--- src/design/pss_pkg.sv ---
package pss_pkg;

    localparam int DEPTH = 16;
    localparam int IDX_W = $clog2(DEPTH);
    localparam int CNT_W = $clog2(DEPTH + 1);
    localparam int ID_W  = 16;
    localparam int PRI_W = 8;
    localparam int OCC_W = 5;

    localparam logic REQ_ENQ = 1'b0;
    localparam logic REQ_DEQ = 1'b1;

    typedef struct packed {
        logic [ID_W-1:0]  id;
        logic [PRI_W-1:0] prio;
    } t_entry;

    typedef struct packed {
        logic             we;
        logic [IDX_W-1:0] addr;
        t_entry           data;
    } t_wr_port;

    typedef struct packed {
        logic             load;
        logic [IDX_W-1:0] tag;
    } t_scan_req;

    typedef enum logic [1:0] {
        S_IDLE,
        S_SCAN,
        S_LOCATE,
        S_SHIFT
    } t_state;

endpackage

--- src/design/priority_select_scheduler.sv ---
// Channel   | Handshake        | Ports
// ----------+------------------+-----------------------------------------------
// request   | start & !busy    | i_req_type, i_proc_id, i_prio
// result    | o_done (1 cycle) | o_out_id, o_out_valid, o_empty_err,
//           |                  | o_full_err, o_occupancy
//
// For an enqueue, a dequeue on an empty store, or an enqueue on a full store,
// the result strobes in the cycle after acceptance and busy never rises.
// A dequeue on a non-empty store keeps busy high while the single read port
// of the entry store is swept once for the priority compare and again, from
// the slot after the winner, to close the gap, one entry per cycle; when the
// winner is the newest entry nothing has to move. The result strobes in the
// same cycle that busy falls. Reset is synchronous and empties the store
// at once. The receiver cannot stall the result.
module priority_select_scheduler
    import pss_pkg::*;
(
    input  logic             i_clk,
    input  logic             i_rst_n,
    input  logic             start,
    output logic             busy,
    input  logic             i_req_type,
    input  logic [ID_W-1:0]  i_proc_id,
    input  logic [PRI_W-1:0] i_prio,
    output logic             o_done,
    output logic [ID_W-1:0]  o_out_id,
    output logic             o_out_valid,
    output logic             o_empty_err,
    output logic             o_full_err,
    output logic [OCC_W-1:0] o_occupancy
);

    t_wr_port         wr;
    logic [IDX_W-1:0] ra;
    t_entry           rd;
    t_scan_req        scan;
    logic [IDX_W-1:0] best_idx;
    logic [ID_W-1:0]  best_id;

    pss_store u_store (
        .i_clk (i_clk),
        .i_wr  (wr),
        .i_ra  (ra),
        .o_rd  (rd)
    );

    pss_scan u_scan (
        .i_clk      (i_clk),
        .i_req      (scan),
        .i_entry    (rd),
        .o_best_idx (best_idx),
        .o_best_id  (best_id)
    );

    pss_ctrl u_ctrl (
        .i_clk       (i_clk),
        .i_rst_n     (i_rst_n),
        .start       (start),
        .busy        (busy),
        .i_req_type  (i_req_type),
        .i_proc_id   (i_proc_id),
        .i_prio      (i_prio),
        .o_done      (o_done),
        .o_out_id    (o_out_id),
        .o_out_valid (o_out_valid),
        .o_empty_err (o_empty_err),
        .o_full_err  (o_full_err),
        .o_occupancy (o_occupancy),
        .o_wr        (wr),
        .o_ra        (ra),
        .i_rd        (rd),
        .o_scan      (scan),
        .i_best_idx  (best_idx),
        .i_best_id   (best_id)
    );

endmodule

--- src/design/pss_store.sv ---
module pss_store
    import pss_pkg::*;
(
    input  logic             i_clk,
    input  t_wr_port         i_wr,
    input  logic [IDX_W-1:0] i_ra,
    output t_entry           o_rd
);

    t_entry r_mem [DEPTH];
    t_entry r_rd;

    always_ff @(posedge i_clk) begin
        if (i_wr.we) begin
            r_mem[i_wr.addr] <= i_wr.data;
        end
    end

    always_ff @(posedge i_clk) begin
        r_rd <= r_mem[i_ra];
    end

    assign o_rd = r_rd;

endmodule

--- src/design/pss_scan.sv ---
module pss_scan
    import pss_pkg::*;
(
    input  logic             i_clk,
    input  t_scan_req        i_req,
    input  t_entry           i_entry,
    output logic [IDX_W-1:0] o_best_idx,
    output logic [ID_W-1:0]  o_best_id
);

    logic [IDX_W-1:0] r_best_idx;
    logic [PRI_W-1:0] r_best_prio;
    logic [ID_W-1:0]  r_best_id;
    logic             better;

    // Strictly greater keeps the earliest arrival on a tie.
    assign better = (i_req.tag == '0) || (i_entry.prio > r_best_prio);

    always_ff @(posedge i_clk) begin
        if (i_req.load && better) begin
            r_best_idx  <= i_req.tag;
            r_best_prio <= i_entry.prio;
            r_best_id   <= i_entry.id;
        end
    end

    assign o_best_idx = r_best_idx;
    assign o_best_id  = r_best_id;

endmodule

--- src/design/pss_ctrl.sv ---
module pss_ctrl
    import pss_pkg::*;
(
    input  logic             i_clk,
    input  logic             i_rst_n,
    input  logic             start,
    output logic             busy,
    input  logic             i_req_type,
    input  logic [ID_W-1:0]  i_proc_id,
    input  logic [PRI_W-1:0] i_prio,
    output logic             o_done,
    output logic [ID_W-1:0]  o_out_id,
    output logic             o_out_valid,
    output logic             o_empty_err,
    output logic             o_full_err,
    output logic [OCC_W-1:0] o_occupancy,
    output t_wr_port         o_wr,
    output logic [IDX_W-1:0] o_ra,
    input  t_entry           i_rd,
    output t_scan_req        o_scan,
    input  logic [IDX_W-1:0] i_best_idx,
    input  logic [ID_W-1:0]  i_best_id
);

    t_state           r_state;
    t_state           n_state;
    logic [CNT_W-1:0] r_cnt;
    logic [CNT_W-1:0] r_ptr;
    logic             r_pend;
    logic [IDX_W-1:0] r_tag;
    logic             r_done;
    logic [ID_W-1:0]  r_out_id;
    logic             r_out_valid;
    logic             r_empty;
    logic             r_full;
    logic [CNT_W-1:0] r_occ;

    logic accept;
    logic is_full;
    logic is_empty;
    logic issue;
    logic phase_done;

    assign accept     = start && (r_state == S_IDLE);
    assign is_full    = (r_cnt == CNT_W'(DEPTH));
    assign is_empty   = (r_cnt == '0);
    assign issue      = ((r_state == S_SCAN) || (r_state == S_SHIFT)) && (r_ptr < r_cnt);
    assign phase_done = (r_ptr >= r_cnt) && !r_pend;

    always_comb begin
        n_state = r_state;
        unique case (r_state)
            S_IDLE: begin
                if (accept && (i_req_type == REQ_DEQ) && !is_empty) begin
                    n_state = S_SCAN;
                end
            end
            S_SCAN: begin
                if (phase_done) begin
                    n_state = S_LOCATE;
                end
            end
            S_LOCATE: begin
                n_state = S_SHIFT;
            end
            S_SHIFT: begin
                if (phase_done) begin
                    n_state = S_IDLE;
                end
            end
            default: begin
                n_state = S_IDLE;
            end
        endcase
    end

    // Store write port and scan unit control.
    always_comb begin
        o_wr       = '0;
        o_scan     = '0;
        o_scan.tag = r_tag;
        unique case (r_state)
            S_IDLE: begin
                if (accept && (i_req_type == REQ_ENQ) && !is_full) begin
                    o_wr.we        = 1'b1;
                    o_wr.addr      = r_cnt[IDX_W-1:0];
                    o_wr.data.id   = i_proc_id;
                    o_wr.data.prio = i_prio;
                end
            end
            S_SCAN: begin
                o_scan.load = r_pend;
            end
            S_LOCATE: begin
                o_wr.we = 1'b0;
            end
            S_SHIFT: begin
                // Each entry after the removed one moves down by one slot.
                if (r_pend) begin
                    o_wr.we   = 1'b1;
                    o_wr.addr = r_tag - IDX_W'(1);
                    o_wr.data = i_rd;
                end
            end
            default: begin
                o_wr.we = 1'b0;
            end
        endcase
    end

    assign o_ra = r_ptr[IDX_W-1:0];

    always_ff @(posedge i_clk) begin
        if (!i_rst_n) begin
            r_state <= S_IDLE;
            r_cnt   <= '0;
            r_ptr   <= '0;
            r_pend  <= 1'b0;
            r_done  <= 1'b0;
        end else begin
            r_state <= n_state;
            r_pend  <= issue;
            r_done  <= (accept && ((i_req_type == REQ_ENQ) || is_empty)) ||
                       ((r_state == S_SHIFT) && phase_done);
            if (accept) begin
                r_ptr <= '0;
                if ((i_req_type == REQ_ENQ) && !is_full) begin
                    r_cnt <= r_cnt + CNT_W'(1);
                end
            end else if (r_state == S_LOCATE) begin
                r_ptr <= CNT_W'(i_best_idx) + CNT_W'(1);
            end else if (issue) begin
                r_ptr <= r_ptr + CNT_W'(1);
            end
            if ((r_state == S_SHIFT) && phase_done) begin
                r_cnt <= r_cnt - CNT_W'(1);
            end
        end
    end

    always_ff @(posedge i_clk) begin
        r_tag <= r_ptr[IDX_W-1:0];
        if (accept) begin
            r_out_id    <= '0;
            r_out_valid <= 1'b0;
            r_empty     <= (i_req_type == REQ_DEQ) && is_empty;
            r_full      <= (i_req_type == REQ_ENQ) && is_full;
            r_occ       <= ((i_req_type == REQ_ENQ) && !is_full) ? r_cnt + CNT_W'(1) : r_cnt;
        end else if ((r_state == S_SHIFT) && phase_done) begin
            r_out_id    <= i_best_id;
            r_out_valid <= 1'b1;
            r_empty     <= 1'b0;
            r_full      <= 1'b0;
            r_occ       <= r_cnt - CNT_W'(1);
        end
    end

    assign busy        = (r_state != S_IDLE);
    assign o_done      = r_done;
    assign o_out_id    = r_out_id;
    assign o_out_valid = r_out_valid;
    assign o_empty_err = r_empty;
    assign o_full_err  = r_full;
    assign o_occupancy = OCC_W'(r_occ);

endmodule

--- config.mk ---
export PLATFORM = sky130hd
export DESIGN_NAME = priority_select_scheduler
export DESIGN_NICKNAME = d
export VERILOG_FILES = /design/src/design/pss_pkg.sv /design/src/design/priority_select_scheduler.sv /design/src/design/pss_store.sv /design/src/design/pss_scan.sv /design/src/design/pss_ctrl.sv
export SDC_FILE = /design/constraint.sdc
export NUM_CORES = 1
export LEC_CHECK = 0
export ABC_AREA = 1
export ABC_CLOCK_PERIOD_IN_PS = 2800
export BUFFER_PORTS_ARGS = -buffer_cell sky130_fd_sc_hd__clkbuf_2
export CORE_ASPECT_RATIO = 1.4
export CORE_MARGIN = 2
export CORE_UTILIZATION = 55
export DETAILED_ROUTE_END_ITERATION = 7
export PLACE_DENSITY = 0.82
export SLEW_MARGIN = 40
export SYNTH_ARGS = -nofsm -noshare
export SYNTH_HDL_FRONTEND = slang
export SYNTH_SLANG_ARGS = --single-unit
export TNS_END_PERCENT = 50
--- constraint.sdc ---
create_clock -name i_clk -period 2.8 [get_ports i_clk]
set_input_delay 0.14 -clock i_clk [delete_from_list [all_inputs] [get_ports i_clk]]
set_output_delay 0.14 -clock i_clk [all_outputs]
set_load 0.01 [all_outputs]
---- Yosys cells after proc, flatten, opt, wreduce, memory -nomap -nowiden ----
Memories as Yosys holds them, arrays and structs flattened. A register that Yosys moved wholly into a read port is not among the register bits.
Cells that the tools add are included.
operators by class
  $add $sub $neg .......................... 5
  multiply operators ...................... 0
  divide/modulo/power cells ............... 0
  magnitude comparators ................... 3
  equal/unequal tests ..................... 7
  shift-type cells ........................ 0
  mux-type cells .......................... 21
  bitwise operators ....................... 2
  reduce and logical (&&, ||, !) cells .... 28
operators with widths
  kind                   count
  $mux W29               2
  $pmux W28 S2           1
  $mux W5                7
  $logic_and A1 B1 Y1    13
  $add A5 B1 Y5 const B  2
  $gt A8 B8 Y1           1
  $pmux W2 S4            1
  $mux W1                6
  $mux W2                3
  $reduce_bool A2 Y1     3
  $add A4 B1 Y5 const B  1
  $eq A5 B5 Y1 const B   1
  $ge A5 B5 Y1           1
  $logic_not A5 Y1       1
  $lt A5 B5 Y1           1
  $sub A5 B1 Y5 const B  1
  $eq A2 B2 Y1 const B   2
  $logic_not A4 Y1       1
  $logic_or A1 B1 Y1     4
  $ne A2 B1 Y1 const B   2
  $sub A4 B1 Y4 const B  1
  $logic_not A1 Y1       3
  $reduce_and A3 Y1      1
  $eq A2 B1 Y1 const B   1
  5 further kinds        6
word-level totals
  flip-flop bits (word level) ............. 70
  latch bits .............................. 0
  bits in writable memories ............... 384
  bits in read-only memories .............. 0
  output and inout port bits .............. 26
  logic and storage cells ................. 81
  memories ................................ 1
memory list
  name           depth  width  read ports  clocked after memory_dff  write ports  RTL line         source
  u_store.r_mem  16     24     1           1                         1            pss_store.sv:10  t_entry r_mem [DEPTH];

---- Longest topological paths before layout ----
Gate-level depths: netlist (run 1).
  depth in word-level cells ............... 8
  gate-level depth with buffers ........... 12
  depth with buffers taken out ............ 11

---- Hierarchy ----
A second synthesis (run 1) with hierarchy kept.
unflattened totals
  cells, all modules ...................... 2,046
  area, all modules ....................... 20,681.1 um^2
by module, submodules not included
  module     times used  cells each  area an instance (um^2)  sequential area each (um^2)
  pss_store  1           1,597       16,951.3                 12,011.5
  pss_ctrl   1           379         2,643.8                  910.9
  pss_scan   1           70          1,086.0                  840.8

---- Least setup slack after synthesis (run 1) ----
OpenSTA, ideal clock, no wires.
  path type ............................... register -> register
  start point ............................. reg u_ctrl.r_state[0]
  end point ............................... mem u_store.r_mem[9][0] (netlist name), enable pin
  data arrival time ....................... 2,493 ps
  required time ........................... 2,395 ps
  path slack .............................. -98 ps
  stages on the path, launching flop included .. 8
  buffers on the path ..................... 1
  clock period less this slack ............ 2,898 ps
  path through ............................ dfxtp_1 > inv_1 > ha_1 > buf_2 > clkinv_1 > nand2_2 > nand3_1 > nor2_1
between the ends
  word-level cells in the longest chain between the ends .. 8
  elaborated cells between the ends (all ways) .. 10
RTL lines
  item                              RTL line                        source
  start: declaration                pss_ctrl.sv:25                  t_state r_state;
  start signal: assignment          pss_ctrl.sv:121                 r_state <= n_state;
  $logic_not A2 Y1                  pss_ctrl.sv:44, pss_ctrl.sv:82
  $logic_and A1 B1 Y1               pss_ctrl.sv:44                  assign accept = start && (r_state == S_IDLE);
  $logic_and A1 B1 Y1 (2 in a row)  pss_ctrl.sv:84                  if (accept && (i_req_type == REQ_ENQ) && !is_full) begin
  $mux W29                          pss_ctrl.sv:84
  $pmux W1 S2                       pss_ctrl.sv:82                  unique case (r_state)
  $mux W1                           pss_store.sv:14                 if (i_wr.we) begin
  $mux W1 (implied by the code)     pss_store.sv:15                 r_mem[i_wr.addr] <= i_wr.data;
  end: declaration                  pss_store.sv:10
Parallel ways exist; a longest one is shown, timed or not.

---- Final worst setup path (run 1) ----
  start point ............................. reg u_ctrl.r_cnt[0]
  end point ............................... mem u_store.r_mem[8][20] (netlist name), enable pin
between the ends
  word-level cells in the longest chain between the ends .. 7
  elaborated cells between the ends (all ways) .. 8
RTL lines
  item                           RTL line         source
  start: declaration             pss_ctrl.sv:27   logic [CNT_W-1:0] r_cnt;
  start signal: assignment       pss_ctrl.sv:128  r_cnt <= r_cnt + CNT_W'(1);
  start signal: assignment       pss_ctrl.sv:136  r_cnt <= r_cnt - CNT_W'(1);
  $eq A5 B5 Y1                   pss_ctrl.sv:45   assign is_full = (r_cnt == CNT_W'(DEPTH));
  $logic_not A1 Y1               pss_ctrl.sv:84
  $logic_and A1 B1 Y1            pss_ctrl.sv:84
  $mux W29 *                     pss_ctrl.sv:84
  $pmux W1 S2                    pss_ctrl.sv:82
  $mux W1                        pss_store.sv:14
  $mux W1 (implied by the code)  pss_store.sv:15
Every way passes the cells marked *; elsewhere a longest branch is shown, timed or not.

==> flow_summary.json, run 1 <==
{
  "grt_pass1_vias": 12900,
  "fp.dieH_microns": 224,
  "synthFlopType": "edfxtp_1",
  "synthAdderAreaFrac": 0.0145,
  "grt_first_pass_wirelength_microns": 72700,
  "placed_cell_area_sq_mm": 0.0203,
  "rsz0062_at_grt": "no",
  "post_drt_via_cell_ratio": 6.31,
  "num_io_pins": 54,
  "fmax_mhz": 378,
  "fp-row-count": 80,
  "required_ns": 3.06,
  "start_util": 0.558,
  "synth_common_cells": "edfxtp_1 (419), nor2_1 (224), o21ai_0 (208)",
  "synthArstFlopShare": 0,
  "area_delta_synth_final_pct": 14.5,
  "drt_wl_total_microns": 48100,
  "synth_nets": 1545,
  "cts_tree": "yes",
  "hpwl_microns": 29400,
  "cts_buffers": 41,
  "hold_violations": 0,
  "grt_start_max_net_pins": 153,
  "layout-drive-gt1-share": 0.151,
  "final_antenna_net_count": 0,
  "maxCapViolCount": 0,
  "cp_common_cell": "nand2_8",
  "ys_seq_area_frac": 0.723,
  "clkSinkCount": 478,
  "arrival_ns": 2.91,
  "power.density_mw_per_mm2": 845,
  "worstReg2RegEnd": "u_store.r_mem[8][20]",
  "synth_xor_area_frac": 0.00414,
  "min-delay-start": "start",
  "setup_violations": 0,
  "max_stage_delay_ns": 0.42,
  "r2r_setup_slack_ns": 0.15,
  "routabilityCongestion": 0.918,
  "regToRegStartpoint": "u_ctrl.r_cnt[0]",
  "relSlewSlack": 0.433,
  "skew_ns": 0.0254,
  "synth.avg_cell_area_sq_um": 12.7,
  "status": "finished clean",
  "synthSimpleGateAreaFrac": 0.0954,
  "ys_types": 36,
  "critPathLaunchType": "flop",
  "netlist_instances": 1495,
  "cts_root_buf": "clkbuf_16",
  "post_cts_buffers": 0,
  "dieArea_sq_mm": 0.0361,
  "synth_compound_area_frac": 0.127,
  "clockBufferDepth": 3,
  "grt_util_all_layers": 0.266,
  "nNetsFinal": 1624,
  "cts_htree_levels": 2,
  "synth_warnings": 0,
  "synth_enable_flop_cells": 419,
  "yosysTopAreaCellShare": 0.661,
  "drc": 0,
  "critical_path_class": "flop to flop",
  "drt_iter0_drc": 1740,
  "min_period_ns": 2.65,
  "antenna_found_initial": 1,
  "vias": 13000,
  "clk_latency_ns": 0.56,
  "slew_violations": 0,
  "wl_per_cell_microns": 23.4,
  "netlist_area_sq_mm": 0.0190,
  "fin_crit_sh": 0.945,
  "yosysTopAreaCell": "edfxtp_1",
  "final_cell_area_sq_mm": 0.0218,
  "path_clk_slew_ns": 0.07,
  "synth_top_family_by_area": "compound AO/OA/AOI/OAI gates",
  "power.leakage_nw": 7.54,
  "tightest_slew_ns": 0.851,
  "critPathSlowestCell": "dfxtp_1",
  "postSynthRegisterBits": 478,
  "grt-ovfl-total": 0,
  "die_x_microns": 161,
  "crit_start": "u_ctrl.r_cnt[0]",
  "core_sq_mm": 0.0341,
  "path_cells": "inv_1 > ha_1 > nand3_4 > nand2_8 > inv_8 > nand2_8 > o22ai_2 > nand3_1 > nor2_4 > buf_4",
  "ys_top_cells_by_area": "edfxtp_1 (66%), dfxtp_1 (6.2%), o21ai_0 (5.5%)",
  "crit_fanout": 8,
  "synth_mux_area_frac": 0,
  "cp-end-kind": "flop",
  "ir_drop_v": 0.000527,
  "antenna_cells": 0,
  "yosysMostFrequentCell": "edfxtp_1",
  "final_core_util": 0.639,
  "fill_cells": 2288,
  "endpoint": "u_store.r_mem[8][20]",
  "reg2reg_depth": 10,
  "dr.pass1.iters": 8,
  "port-buffer-count": 53,
  "min_path_type": "primary input to flop"
}
## layout by cell type, fill, tap and decap left out, drive strengths merged, types with 3 or more instances in the layout
cell type / count
o22ai: 23
a21oi: 57
ha: 22
buf: 79
dfxtp: 59
clkinvlp: 3
o21ai: 222
nand2: 113
edfxtp: 419
o211ai: 21
clkinv: 12
nand4: 7
xor2: 7
nor3: 3
clkbuf: 103
inv: 58
o221ai: 76
nor2: 225
bufinv: 10
nand3: 78
## cells by family (layout without fill, tap and decap cells)
group / count (synthesis) / count (layout)
flip-flops: 478 / 478
AND/OR/NAND/NOR: 426 / 426
AO/OA/AOI/OAI: 404 / 404
buffers and inverters: 156 / 267
adder cells (fa/ha/maj): 22 / 22
XOR/XNOR: 9 / 9
## metrics by stage
step	power (mW)	TNS [ns]	instances	setup WS [ns]	hold slack (ns)
global placement	12.1	0	1980	0.304	0.410
CTS	18.4	0	2057	0.152	0.0915
floorplan	10.9	-25.90	1495	-0.0981	0.238
global route	19.0	0	2057	0.0272	0.147
finish	18.4	0	2057	0.154	0.113
detailed placement	12.2	0	1980	0.177	0.415
## report_power, final
| part | internal, mW | leakage [nW] | switching [mW] |
|---|---|---|---|
| Sequential | 8.36 | 4.36 | 0.304 |
| Clock | 3.76 | 0.722 | 2.47 |
| Combinational | 1.02 | 2.46 | 2.51 |
## layout make-up
| class | count | area [sq um] | share of cell area |
|---|---|---|---|
| inverter | 58 | 228 | 0.0104 |
| multi-input combinational | 861 | 4730 | 0.217 |
| sequential | 478 | 13800 | 0.631 |
| clock buffer | 50 | 1110 | 0.0510 |
| tap | 451 | 564 | 0.0259 |
| timing repair buffer | 134 | 1030 | 0.0472 |
| clock inverter | 25 | 380 | 0.0174 |
## worst min path at each step
stage                                 endpoint  slack, ns  cells past startpoint
final                        u_ctrl.r_state[1]       0.11                      5
after global routing         u_ctrl.r_state[1]       0.15                      5
after global placement         u_ctrl.r_cnt[4]       0.41                      3
after floorplan                u_ctrl.r_cnt[4]       0.24                      2
after detailed placement  u_scan.o_best_idx[1]       0.42                      0
after CTS                    u_ctrl.r_state[1]       0.09                      5
## per-layer routing
layer	up-vias	part of all wire	GRT usage
li1	5681	-	-
met1	6307	0.35	0.326
met2	827	0.50	0.455
met5	-	0.00027	0
met3	163	0.092	0.0400
met4	2	0.052	0.147
## critical path: cells and delay by family (launching register included)
family	cells	cell delay [ns]
fa+ha+maj	1	0.27
flops	1	0.42
simple gates	5	1.04
buf+inv	3	0.45
compound gates	1	0.18
## registers in the layout, summed over array words and instances (netlist names), 2 cells and up
register,cells
u_ctrl.o_occupancy,5
u_ctrl.o_out_id,16
u_ctrl.r_cnt,5
u_ctrl.r_ptr,5
u_ctrl.r_state,2
u_ctrl.r_tag,4
u_scan.o_best_id,16
u_scan.o_best_idx,4
u_scan.r_best_prio,8
u_store.o_rd,24
u_store.r_mem,384
## what timing repair did
item / in CTS / in global routing
hold buffers: 2 / 0
gates resized for setup: 0 / 0
endpoints found under the hold margin: 5 / 0
Note: power is estimated with default switching activity, not from simulation.
==> run 2: changes to the inputs <==
Settings changed: MAX_ROUTING_LAYER from default to met4.
==> run 2 against run 1 <==
Against the previous run:
- critical path depth stayed put
- clock power is 3% lower
- sequential share of layout area is 0.087 points higher
- first-iteration DRC count is 17% higher
- clock-buffer cell count stayed put
- global-route usage is 0.76 points higher
- largest power group unchanged
- routed wire length is 0.11% lower
- non-clock buffer count stayed put
- final area is 0.14% lower
- core utilization is 0.088 points lower
==> flow_summary.json, run 2 (same netlist as run 1, synthesis figures left out) <==
{
  "endpoint": "u_store.r_mem[12][10]",
  "dpl_worst_slack_ns": 0.276,
  "antenna_found_initial": 0,
  "grt_start_max_net_pins": 194,
  "wl_per_cell_microns": 23.4,
  "max_stage_delay_ns": 0.43,
  "maxCapViolCount": 0,
  "p_sw_frac": 0.292,
  "clockBufferDepth": 3,
  "min_path_type": "primary input to flop",
  "fp-row-count": 80,
  "worst_slack_ns": 0.175,
  "grt_util_all_layers": 0.274,
  "cp_common_cell": "nand2_8",
  "power_switching_mw": 5.32,
  "p_int_mw": 12.9,
  "min_period_ns": 2.62,
  "grt_first_pass_wirelength_microns": 72600,
  "post_cts_buffers": 0,
  "routabilityCongestion": 0.913,
  "cts_htree_levels": 2,
  "path_cells": "inv_1 > ha_1 > nand3_4 > nand2_8 > inv_8 > nand2_8 > o22ai_2 > nand3_1 > nor2_4 > buf_4",
  "mostFrequentLayoutCell": "edfxtp_1",
  "crit_fanout": 16,
  "p_clk_frac": 0.331,
  "pwr-share-comb": 0.194,
  "cts_tree": "yes",
  "relSlewSlack": 0.402,
  "dr.pass1.iters": 6,
  "cts_buffers": 41,
  "grt_pass1_vias": 12700,
  "cts_root_buf": "clkbuf_16",
  "tightest_slew_ns": 0.898,
  "reg2reg_depth": 10,
  "final_antenna_net_count": 0,
  "antenna_cells": 0,
  "nNetsFinal": 1624,
  "slew_violations": 0,
  "crit_family": "simple AND/OR/NAND/NOR gates",
  "clkSinkCount": 478,
  "grt-ovfl-total": 0,
  "port-buffer-count": 53,
  "post_drt_via_cell_ratio": 6.30,
  "area_delta_synth_final_pct": 14.4,
  "final_core_util": 0.638,
  "use_met1": 0.330,
  "skew_ns": 0.0159,
  "layout_common_cells": "edfxtp_1 (419), nor2_1 (208), o21ai_0 (208)",
  "dieArea_sq_mm": 0.0361,
  "fill_cells": 2307,
  "crit_start": "u_ctrl.r_cnt[0]",
  "ir_drop_v": 0.000524,
  "status": "finished clean",
  "seq_area_sq_mm": 0.0138,
  "fmax_mhz": 381,
  "arrival_ns": 2.85,
  "layout-drive-gt1-share": 0.152,
  "drc": 0,
  "multi_input_area_sq_mm": 0.00473,
  "grt_util_met2": 0.463,
  "drt_iter0_drc": 2039,
  "hpwl_microns": 29000,
  "busiest_layer": "met2",
  "rsz0062_at_grt": "no",
  "power.leakage_nw": 7.52,
  "cp-end-kind": "flop",
  "power.density_mw_per_mm2": 838,
  "sequentialPowerShare": 0.475,
  "critical_path_class": "flop to flop",
  "cp_num_cells": 10,
  "clk_latency_ns": 0.56,
  "start_util": 0.558,
  "grt_util_met3": 0.0361,
  "drt_wl_total_microns": 48100,
  "die_x_microns": 161,
  "total_power_mw": 18.3,
  "path_clk_slew_ns": 0.07,
  "num_io_pins": 54,
  "setup_violations": 0,
  "r2r_setup_slack_ns": 0.18,
  "critPathLaunchType": "flop",
  "regMostFlops": "u_store.r_mem",
  "required_ns": 3.02,
  "fp.dieH_microns": 224,
  "core_sq_mm": 0.0341,
  "regToRegStartpoint": "u_ctrl.r_cnt[0]",
  "cp_num_buf_inv": 3,
  "worstReg2RegEnd": "u_store.r_mem[12][10]",
  "largest_reg_flops": 384,
  "critPathSlowestCell": "dfxtp_1",
  "fin_crit_sh": 0.937,
  "final.setup.tns_ns": 0,
  "hold_violations": 0,
  "vias": 13000
}
run 2: how the worst min path moves through the flow:
stage | start | end | slack (ns) | depth (start not counted)
after global routing | i_prio[6] | u_store.r_mem[5][6] | 0.12 | 3
after CTS | start | u_ctrl.r_state[1] | 0.07 | 5
after detailed placement | u_store.o_rd[13] | u_scan.o_best_id[5] | 0.42 | 0
final | start | u_ctrl.r_state[1] | 0.1 | 5
after global placement | u_store.o_rd[12] | u_scan.o_best_id[4] | 0.42 | 0
after floorplan | i_rst_n | u_ctrl.r_cnt[4] | 0.24 | 2
run 2: cell type report:
class                           count  share of cell area
Multi-Input combinational cell    861               0.217
Tap cell                          451              0.0259
Inverter                           58              0.0105
Timing Repair Buffer              134              0.0478
Sequential cell                   478               0.632
Clock inverter                     26              0.0151
Clock buffer                       50              0.0515
run 2: metal layers:
metal | part of all wire | vias to the layer above
li1 | - | 5686
met1 | 0.36 | 6272
met2 | 0.51 | 868
met3 | 0.088 | 143
met4 | 0.041 | 0
met5 | 0 | -
run 2: per-stage QoR:
| step | instances | area [sq um] | hold slack, ns |
|---|---|---|---|
| final | 2058 | 21800 | 0.0956 |
| after detailed placement | 1980 | 20300 | 0.417 |
| after global routing | 2058 | 21800 | 0.123 |
| after floorplan | 1495 | 19100 | 0.238 |
| after CTS | 2058 | 21800 | 0.0699 |
| after global placement | 1980 | 20300 | 0.415 |
run 2: worst min-delay path, delay by kind of cell:
kind,cells,cell delay (ns)
and+or+nand+nor,3,0.30
buffers and inverters,1,0.10
AOI/OAI and AO/OA,1,0.07
run 2: repair_timing:
action                                  CTS  global route
hold endpoints to repair                  5             0
endpoints found under the setup margin    0             0
resized for setup                         0             0
hold buffers                              2             0
run 2: power groups by stage:
| stage | Combinational, mW | Sequential (mW) | Clock [mW] |
|---|---|---|---|
| 6_report | 3.54 | 8.67 | 6.04 |
| 5_1_grt | 3.82 | 8.68 | 6.32 |
| 4_1_cts | 3.48 | 8.66 | 6.07 |
| 3_5_place_dp | 3.43 | 8.80 | 0 |
| 3_3_place_gp | 3.32 | 8.79 | 0 |
| 2_1_floorplan | 2.17 | 8.68 | 0 |
==> run 3: changes to the inputs <==
Settings changed: CORE_UTILIZATION 55 to 35, HOLD_SLACK_MARGIN from default to 0.1, PLACE_DENSITY 0.82 to 0.6, SETUP_SLACK_MARGIN from default to 0.3.
==> run 3 against run 2 <==
Against the previous run:
- clock power shrank 2%
- worst setup slack gained 0.24 ns
- critical path depth is the same
- power down 0.70%
- non-clock buffer count rose by 5
- clock-buffer cell count grew 7
- via count fell by 3.5%
- die area grew 56%
- final cell count up 14%
- critical path type unchanged
- largest power group unchanged
==> flow_summary.json, run 3 (same netlist as run 1, synthesis figures left out) <==
{
  "port-buffer-count": 53,
  "p_sw_frac": 0.300,
  "path_clk_slew_ns": 0.07,
  "grt_start_max_net_pins": 134,
  "rsz0062_at_grt": "no",
  "antenna_found_initial": 0,
  "antenna_cells": 0,
  "worst_slack_ns": 0.415,
  "maxCapViolCount": 0,
  "critical_path_class": "flop to flop",
  "fp-row-count": 101,
  "placed_cell_area_sq_mm": 0.0206,
  "fin_crit_sh": 0.852,
  "seq_area_sq_mm": 0.0138,
  "die_x_microns": 201,
  "start_util": 0.353,
  "final_cell_area_sq_mm": 0.0222,
  "min_period_ns": 2.39,
  "cts_buffers": 45,
  "sequentialPowerShare": 0.476,
  "clk_latency_ns": 0.58,
  "area_delta_synth_final_pct": 16.4,
  "dr.pass1.iters": 5,
  "power_switching_mw": 5.44,
  "slew_violations": 0,
  "num_io_pins": 54,
  "power.leakage_nw": 7.54,
  "p_int_mw": 12.7,
  "nNetsFinal": 1634,
  "tightest_slew_ns": 0.707,
  "hold_violations": 0,
  "cts_htree_levels": 2,
  "largest_reg_flops": 384,
  "layout_common_cells": "edfxtp_1 (419), nor2_1 (208), o21ai_0 (208)",
  "fill_cells": 4947,
  "core_sq_mm": 0.0540,
  "status": "finished clean",
  "multi_input_area_sq_mm": 0.00479,
  "required_ns": 3.05,
  "wl_per_cell_microns": 21.8,
  "cp-end-kind": "flop",
  "r2r_setup_slack_ns": 0.41,
  "skew_ns": 0.0229,
  "routabilityCongestion": 0.883,
  "fmax_mhz": 419,
  "power.density_mw_per_mm2": 818,
  "post_drt_via_cell_ratio": 5.35,
  "drt_iter0_drc": 1174,
  "regMostFlops": "u_store.r_mem",
  "grt_first_pass_wirelength_microns": 76600,
  "min_path_type": "primary input to flop",
  "critPathLaunchType": "flop",
  "vias": 12500,
  "grt_pass1_vias": 12400,
  "drc": 0,
  "grt_util_all_layers": 0.185,
  "drt_wl_total_microns": 51000,
  "fp.dieH_microns": 280,
  "pwr-share-comb": 0.198,
  "hpwl_microns": 32000,
  "mostFrequentLayoutCell": "edfxtp_1",
  "clkSinkCount": 478,
  "clockBufferDepth": 3,
  "p_clk_frac": 0.326,
  "cts_tree": "yes",
  "layout-drive-gt1-share": 0.160,
  "relSlewSlack": 0.529,
  "grt-ovfl-total": 0,
  "final_antenna_net_count": 0,
  "ir_drop_v": 0.000525,
  "final_core_util": 0.411,
  "arrival_ns": 2.63,
  "dpl_worst_slack_ns": 0.144,
  "crit_fanout": 15,
  "dieArea_sq_mm": 0.0563,
  "cts_root_buf": "clkbuf_16",
  "setup_violations": 0
}
run 3: cell count changes in the layout (fill, tap and decap cells not counted), sizes merged:
cell         change
clkinv           +2
dlygate4sd3      +1
bufinv           -5
buf              +4
nor2             +1
clkbuf           +7
clkinvlp         -3
inv              +3
run 3: cell type report:
class | count | area share
multi-input cells | 862 | 0.216
inverters | 58 | 0.0104
well taps | 721 | 0.0407
flip-flops and latches | 478 | 0.621
repair buffers | 139 | 0.0481
clock buffers | 57 | 0.0546
clock inverters | 23 | 0.00852
run 3: worst max-delay path, cell delays in order, from the launching register on:
cell and delay (ns):
dfxtp_1 0.40, inv_2 0.10, ha_1 0.23, nand3_4 0.13
nand2_8 0.09, inv_8 0.07, nand2_8 0.06, o22ai_2 0.27
nand3_4 0.21, nor2_4 0.17, buf_4 0.30
run 3: metal layers:
layer,vias to the layer above,track usage,part of all wire
met5,-,-,0
met4,0,0.0781,0.040
met3,111,0.0220,0.059
met2,460,0.307,0.49
met1,6230,0.229,0.41
li1,5715,-,-
run 3: what timing repair did:
item,4_1_cts,5_1_grt
hold buffers,3,0
setup endpoints to repair,79,403
endpoints found under the hold margin,10,0
cloned,1,0
gates resized for setup,1,20
pin swaps,0,0
setup buffers,0,0
run 3: power groups by stage:
stage / combinational [mW] / clock, mW / sequential (mW)
floorplan: 2.17 / 0 / 8.68
global placement: 3.50 / 0 / 8.76
detailed placement: 3.54 / 0 / 8.78
CTS: 3.57 / 6.01 / 8.62
global route: 3.94 / 6.29 / 8.65
finish: 3.59 / 5.92 / 8.62
run 3: path summary, 6_finish.rpt:
| check | from | to | depth (start not counted) |
|---|---|---|---|
| worst max-delay path | u_ctrl.r_cnt[1] | u_store.r_mem[2][18] | 10 |
| worst min-delay path | i_proc_id[14] | u_store.r_mem[13][22] | 4 |
| worst max register to register | u_ctrl.r_cnt[1] | u_store.r_mem[2][18] | 10 |
| worst min register to register | u_store.o_rd[20] | u_scan.o_best_id[12] | 0 |
run 3: stage by stage:
step	std cells	TNS, ns	power (mW)	hold slack (ns)
after floorplan	1495	-22.15	10.9	0.238
after global placement	2253	0	12.3	0.417
after detailed placement	2254	0	12.3	0.418
after CTS	2338	0	18.2	0.145
after global routing	2338	0	18.9	0.185
final	2338	0	18.1	0.166
